File: config.mk
export PLATFORM = sky130hd
export DESIGN_NAME = rtn_div
export DESIGN_NICKNAME = d
export VERILOG_FILES = /design/src/rtn_pkg.sv /design/src/rtn_div.sv
export SDC_FILE = /design/constraint.sdc
export NUM_CORES = 1
export LEC_CHECK = 0
export BUFFER_PORTS_ARGS = -buffer_cell sky130_fd_sc_hd__clkbuf_2
export CAP_MARGIN = 10
export CORE_UTILIZATION = 40
export CTS_CLUSTER_DIAMETER = 150
export DETAILED_ROUTE_END_ITERATION = 6
export GPL_TIMING_DRIVEN = 0
export PLACE_DENSITY = 0.64
export SLEW_MARGIN = 20
export SYNTH_ARGS = -nofsm -noshare
export SYNTH_HDL_FRONTEND = slang
export SYNTH_SLANG_ARGS = --single-unit
File: constraint.sdc
create_clock -name clk -period 11.5 [get_ports clk]
set_input_delay 0.575 -clock clk [delete_from_list [all_inputs] [get_ports clk]]
set_output_delay 0.575 -clock clk [all_outputs]
set_load 0.05 [all_outputs]
File: src/rtn_pkg.sv
// Package for the ray/triangle nearest-hit block: widths, register indexes,
// and shared types. No dependencies.
package rtn_pkg;
  localparam int CoordW = 32;
  localparam int DistW  = 31;
  localparam int CfgIdxW = 3;
  localparam int WideW  = 128;
  localparam int NumRegs = 7;
  // Divider width: the shifted distance numerator stays below 2^115.
  localparam int DivW   = 116;

  localparam logic [CfgIdxW-1:0] REG_OX  = 3'd0;
  localparam logic [CfgIdxW-1:0] REG_OY  = 3'd1;
  localparam logic [CfgIdxW-1:0] REG_OZ  = 3'd2;
  localparam logic [CfgIdxW-1:0] REG_DX  = 3'd3;
  localparam logic [CfgIdxW-1:0] REG_DY  = 3'd4;
  localparam logic [CfgIdxW-1:0] REG_DZ  = 3'd5;
  localparam logic [CfgIdxW-1:0] REG_LIM = 3'd6;

  typedef struct packed {
    logic signed [CoordW-1:0] vertex_a_x, vertex_a_y, vertex_a_z;
    logic signed [CoordW-1:0] vertex_b_x, vertex_b_y, vertex_b_z;
    logic signed [CoordW-1:0] vertex_c_x, vertex_c_y, vertex_c_z;
    logic                     last_triangle;
  } tri_in_t;

  typedef struct packed {
    logic             tri_hit;
    logic [DistW-1:0] tri_distance;
    logic             nearest_valid;
    logic [DistW-1:0] nearest_distance;
    logic             mesh_done;
  } tri_out_t;
endpackage

File: src/rtn_div.sv
// Restoring serial divider, one quotient bit per cycle, saturating to the
// distance width. Depends on rtn_pkg.
module rtn_div (
  input  logic                      clk,
  input  logic                      rst_n,
  input  logic                      start,
  input  logic [rtn_pkg::DivW-1:0]  num,
  input  logic [rtn_pkg::DivW-1:0]  den,
  output logic                      busy,
  output logic [rtn_pkg::DistW-1:0] quo
);
  import rtn_pkg::*;
  // The numerator is below 2^115 and the divisor below 2^98, so both fit DivW bits.
  logic [DivW-1:0] n_r, n_nxt;
  logic [DivW:0]   rem_r, rem_nxt;
  logic [DivW-1:0] q_r, q_nxt;
  logic [6:0]  cnt_r, cnt_nxt;
  logic        busy_r, busy_nxt;
  logic [DivW:0] sh;

  always_comb begin
    n_nxt = n_r; rem_nxt = rem_r; q_nxt = q_r; cnt_nxt = cnt_r; busy_nxt = busy_r;
    sh = {rem_r[DivW-1:0], n_r[DivW-1]};
    if (start) begin
      n_nxt = num; rem_nxt = '0; q_nxt = '0; cnt_nxt = 7'(DivW); busy_nxt = 1'b1;
    end else if (busy_r) begin
      n_nxt = {n_r[DivW-2:0], 1'b0};
      if (sh >= {1'b0, den}) begin
        rem_nxt = sh - {1'b0, den};
        q_nxt = {q_r[DivW-2:0], 1'b1};
      end else begin
        rem_nxt = sh;
        q_nxt = {q_r[DivW-2:0], 1'b0};
      end
      cnt_nxt = cnt_r - 7'd1;
      if (cnt_r == 7'd1) busy_nxt = 1'b0;
    end
  end

  always_ff @(posedge clk) begin
    if (!rst_n) begin
      busy_r <= 1'b0; cnt_r <= '0;
    end else begin
      busy_r <= busy_nxt; cnt_r <= cnt_nxt;
    end
    n_r <= n_nxt; rem_r <= rem_nxt; q_r <= q_nxt;
  end

  assign busy = busy_r;
  assign quo = (|q_r[DivW-1:DistW]) ? {DistW{1'b1}} : q_r[DistW-1:0];
endmodule

Yosys cells after proc, flatten, opt, wreduce, memory -nomap -nowiden
Cells that the tools add are included.

Order comparisons: 1. Shift operators: 0. Reductions and logical operators: 3. Multiply operators: 0. Divide/modulo/power cells: 0. Bitwise operators: 1. Eq/ne operators: 1. Muxes and demuxes: 10. Add/sub/neg operators: 2.

Operators with widths (count): $mux W116 (3); $ge A117 B116 Y1 (1); $sub A116 B116 Y116 (1); $reduce_or A85 Y1 (1); $mux W31 (1); $mux W7 (2); $eq A7 B1 Y1 const B (1); $sub A7 B1 Y7 const B (1); $mux W1 (4); $reduce_bool A2 Y1 (1); $reduce_or A2 Y1 (1); $not A1 Y1 (1).

Latch bits: 0. Register bits after elaboration: 356. Output and inout port bits: 32. Input port bits: 235. RAM bits: 0. Word-level logic and storage cells: 24. Memories kept: 0. Bits in read-only memories: 0.

Longest topological paths before layout
Depth in word-level cells: 4. Depth in mapped cells: 16. Depth with buffers taken out: 15.

Worst setup path before layout
OpenSTA, ideal clock, no wires.

Kind: flip-flop to flip-flop. From: reg busy_r (netlist: busy). To: reg n_r[0], enable pin. Path slack: 7.422 ns. Required time: 11.031 ns. Path buffers: 2. Stages on the path, launching flop included: 5. Clock period less this slack: 4.078 ns. Arrival: 3.609 ns. Library setup time: 0.469 ns. Cells stage by stage: dfxtp_1 clkbuf_1 clkbuf_1 nor2_1 inv_1.

Longest elaborated chain between the ends: 1.

Ends and longest elaborated chain: start: declaration (RTL line rtn_div.sv:18) `logic busy_r, busy_nxt;`; start signal: assignment (RTL line rtn_div.sv:44) `busy_r <= busy_nxt; cnt_r <= cnt_nxt;`; $reduce_bool A2 Y1 (no line); end signal: assignment (RTL line rtn_div.sv:46) `n_r <= n_nxt; rem_r <= rem_nxt; q_r <= q_nxt;`; end: declaration (RTL line rtn_div.sv:14) `logic [DivW-1:0] n_r, n_nxt;`.

No other way between the ends. A chain may end at the register's enable or synchronous reset.

Worst setup path after layout
From: reg rem_r[71]. To: reg rem_r[78].

Longest elaborated chain between the ends: 2. Elaborated cells between the ends (all ways): 3. Those cells by class: add/sub (1); order compare (1); mux (1).

Ends and longest elaborated chain: start: declaration (RTL line rtn_div.sv:15) `logic [DivW:0] rem_r, rem_nxt;`; start signal: assignment (RTL line rtn_div.sv:46); $sub A116 B116 Y116 / $ge A117 B116 Y1 (equally long branches) (RTL line rtn_div.sv:29, rtn_div.sv:28); $mux W116 (*) (RTL line rtn_div.sv:28) `if (sh >= {1'b0, den}) begin`.

Mark *: on every way between the ends. The rest lies on a longest branch, timed or not.

==> results.yml <==
cts:
  cts_htree_levels: 2
  cts_buffers: 42
  insertion_delay_ns: 0.60
  cts.sinks: 356
  postCtsSetupRepairBufs: 0
  cts.clk_slew.worst_paths_ns: 0.07
  cts_hold_buf: 0
  cts_tree: "done"
  cts_root_buf: "clkbuf_16"
  cts.path.max_buffers: 3
  cts_resized: 0
sta:
  relSlewSlack_pct: 20.4
  fmax_mhz: 212
  rsz0062_at_grt: "no"
  skew_ns: 0.0330
  finalSetupViolCount: 0
  fin_crit_ns: 4.71
  worst_pin_slew_ns: 1.19
  setup_ws_ns: 6.79
  hold_viol: 0
  finalSetupTns_ns: 0
  final-max-slew-violation-count: 0
  fin_crit_sh_pct: 40.9
worst_setup_path:
  rr_worst_depth: 12
  crit_buf_inv: 1
  critPathKind: "reg -> reg"
  worstPathCellList: "ha_1 > nand2_1 > o21a_1 > o221ai_1 > o21bai_1 > nor3_2 > a21oi_4 > a31oi_4 > o21ai_2 > clkbuf_1 > nand4_1 > a311oi_1"
  crit_fanout: 10
  critPathSlowestCell: "clkbuf_1"
  crit_cells: 12
  required_ns: 12.00
  max_stage_delay_ns: 0.79
  critPathLaunchType: "flop"
  arrival_ns: 5.21
  crit_family: "compound AO/OA/AOI/OAI gates"
  cp-end-kind: "flop"
cells_and_area:
  nets: 3336
  finalNonFillerCells: 3774
  mostFrequentLayoutCell: "nand2_1"
  syn_to_final_growth_pct: 16.2
  final_cell_area_mm2: 0.0265
  drive_above_1_share_pct: 18.5
  final_cell_mix: "nand2_1, nor2_1, clkbuf_2"
synthesis:
  synthCells: 2671
  ys_types: 83
  ys_async_sr_fraction_pct: 0
  synth-edff-count: 116
  syn-cell-area_mm2: 0.0228
  syn_avg_cell_area_um2: 8.52
  synth_nets: 3025
  ys_ff_latch: 356
  yosys_warnings: 0
  ys_seq_area_share_pct: 36.4
  ys.flop_type: "dfxtp_1"
routing:
  ant_nets: 0
  viasPerCell: 5.53
  vias: 20900
  first_pass_iters: 7
  drc: 0
  drt-total-wl_mm: 69.1
  post_drt_wl_per_cell_um: 18.3
  dr.first_iter.drc_count: 1427
placed_design:
  dp_cells: 3694
  dp_hpwl_mm: 53.5
  numPortBuffers: 266
  place_area_mm2: 0.0251
  place_ws_ns: 6.61
  gp_congestion: 0.979
global_routing:
  use_met2_pct: 37.8
  grt_first_pass_wirelength_mm: 106
  first_global_vias: 19900
  grt_max_degree: 89
  grt_use_total_pct: 23.2
  met1_usage_pct: 30.5
  overflow: 0
  busiest_layer: "met2"
  antenna_found_initial: 6
  use_met3_pct: 4.44
pwr:
  leakage_nw: 11.3
  irDropWorstVdd_mv: 0.105
  cellPowerDensity_mw_per_mm2: 140
outcome:
  status: "finished, final reports clean"
floorplanning:
  die_w_um: 241
  core_area_mm2: 0.0563
  dieHeight_um: 241
  design.die.area_mm2: 0.0579
  start_util_pct: 40.5
  pin_count: 267
  rows: 87
hold_path:
  min_path_type: "in -> reg"
  min_delay_path_depth: 2
job:
  max_cap_viol_count: 0
==> area by class of cell <==
type	instances	area (um2)
Tap cell	756	946
Buffer	162	696
Fill cell	5609	29800
Timing Repair Buffer	267	1360
Inverter	160	606
Clock buffer	57	1180
Clock inverter	19	186
Sequential cell	356	8290
Multi-Input combinational cell	1993	13200
Antenna cell	4	10.0
==> power breakdown <==
part / internal, mW / total (mW) / leakage, nW / switching (mW)
sequential: 1.39 / 1.44 / 3.12 / 0.0473
combinational: 0.350 / 0.931 / 7.49 / 0.581
clock: 0.767 / 1.33 / 0.665 / 0.562
total: 2.51 / 3.70 / 11.3 / 1.19
==> metal layers <==
| layer | wire length (um) | vias to the layer above |
|---|---|---|
| li1 | - | 10200 |
| met1 | 30400 | 9930 |
| met2 | 31800 | 644 |
| met3 | 4860 | 124 |
| met4 | 2020 | 6 |
| met5 | 41 | - |
==> cell families (layout without fill, tap and decap cells) <==
logic type                 count (synthesis)  in the layout  share of synthesized area, %
DFF                                      356            356                          36.4
muxes                                    239            239                          11.1
AOI/OAI and AO/OA                        603            603                          18.1
buffers and inverters                    322            665                          5.69
other                                      0              4                             0
adders and majority gates                119            119                          6.57
and+or+nand+nor                          928            928                          18.1
xor gates and xnor gates                 104            104                          4.00
==> synth_stat cells (4+ instances only) <==
cell / count / area, um2
nand2_1: 330 / 1240
nor2_1: 326 / 1220
dfxtp_1: 240 / 4800
a21oi_1: 182 / 911
inv_1: 160 / 601
mux2i_1: 123 / 1230
ha_1: 118 / 1480
edfxtp_1: 116 / 3480
mux2_2: 115 / 1290
clkbuf_1: 101 / 379
a311oi_1: 97 / 850
o21ai_0: 87 / 435
xnor2_1: 64 / 561
nand4_1: 59 / 369
a21o_1: 47 / 353
buf_2: 40 / 200
xor2_1: 40 / 350
nand3_1: 35 / 175
or2_2: 35 / 219
nor3_1: 32 / 160
nor4_1: 32 / 200
o21bai_1: 27 / 203
o21a_1: 21 / 158
o21ai_1: 19 / 95.1
a31oi_1: 17 / 106
and3_1: 15 / 93.8
a211oi_1: 13 / 97.6
nor2b_1: 13 / 81.3
o211ai_1: 13 / 97.6
or3_1: 13 / 81.3
buf_1: 9 / 33.8
buf_4: 9 / 67.6
nand2b_1: 9 / 56.3
and2_1: 8 / 50.1
a211o_1: 7 / 61.3
o221ai_1: 7 / 61.3
o31ai_1: 7 / 52.6
and4_1: 6 / 52.6
o22ai_1: 6 / 37.5
or4_1: 5 / 37.5
a21oi_2: 4 / 35.0
a221oi_1: 4 / 35.0
o21ai_2: 4 / 35.0
o41ai_1: 4 / 35.0
==> flip-flops by register name, summed over array words and instances (netlist names) <==
signal,cells
rem_r,116
cnt_r,7
n_r,116
q_r,116
busy,1
==> stage by stage <==
stage | power (mW) | hold WS (ns) | util, %
floorplan | 2.11 | 0.458 | -
global placement | 2.36 | 0.474 | 44.5
detailed placement | 2.38 | 0.489 | 44.6
CTS | 3.72 | 0.263 | 47.0
global route | 3.87 | 0.260 | 47.0
finish | 3.70 | 0.282 | 47.0
==> final timing paths <==
kind                                from                endpoint  slack [ns]
setup / recovery  rem_r[71]$_SDFFE_PP0P_  rem_r[78]$_SDFFE_PP0P_        6.79
hold / removal                    num[0]    n_r[0]$_SDFFCE_PN0P_        0.28
setup reg to reg  rem_r[71]$_SDFFE_PP0P_  rem_r[78]$_SDFFE_PP0P_        6.79
hold reg to reg   rem_r[54]$_SDFFE_PP0P_  rem_r[55]$_SDFFE_PP0P_        0.50
No activity file was read; power rests on OpenSTA's default activity.
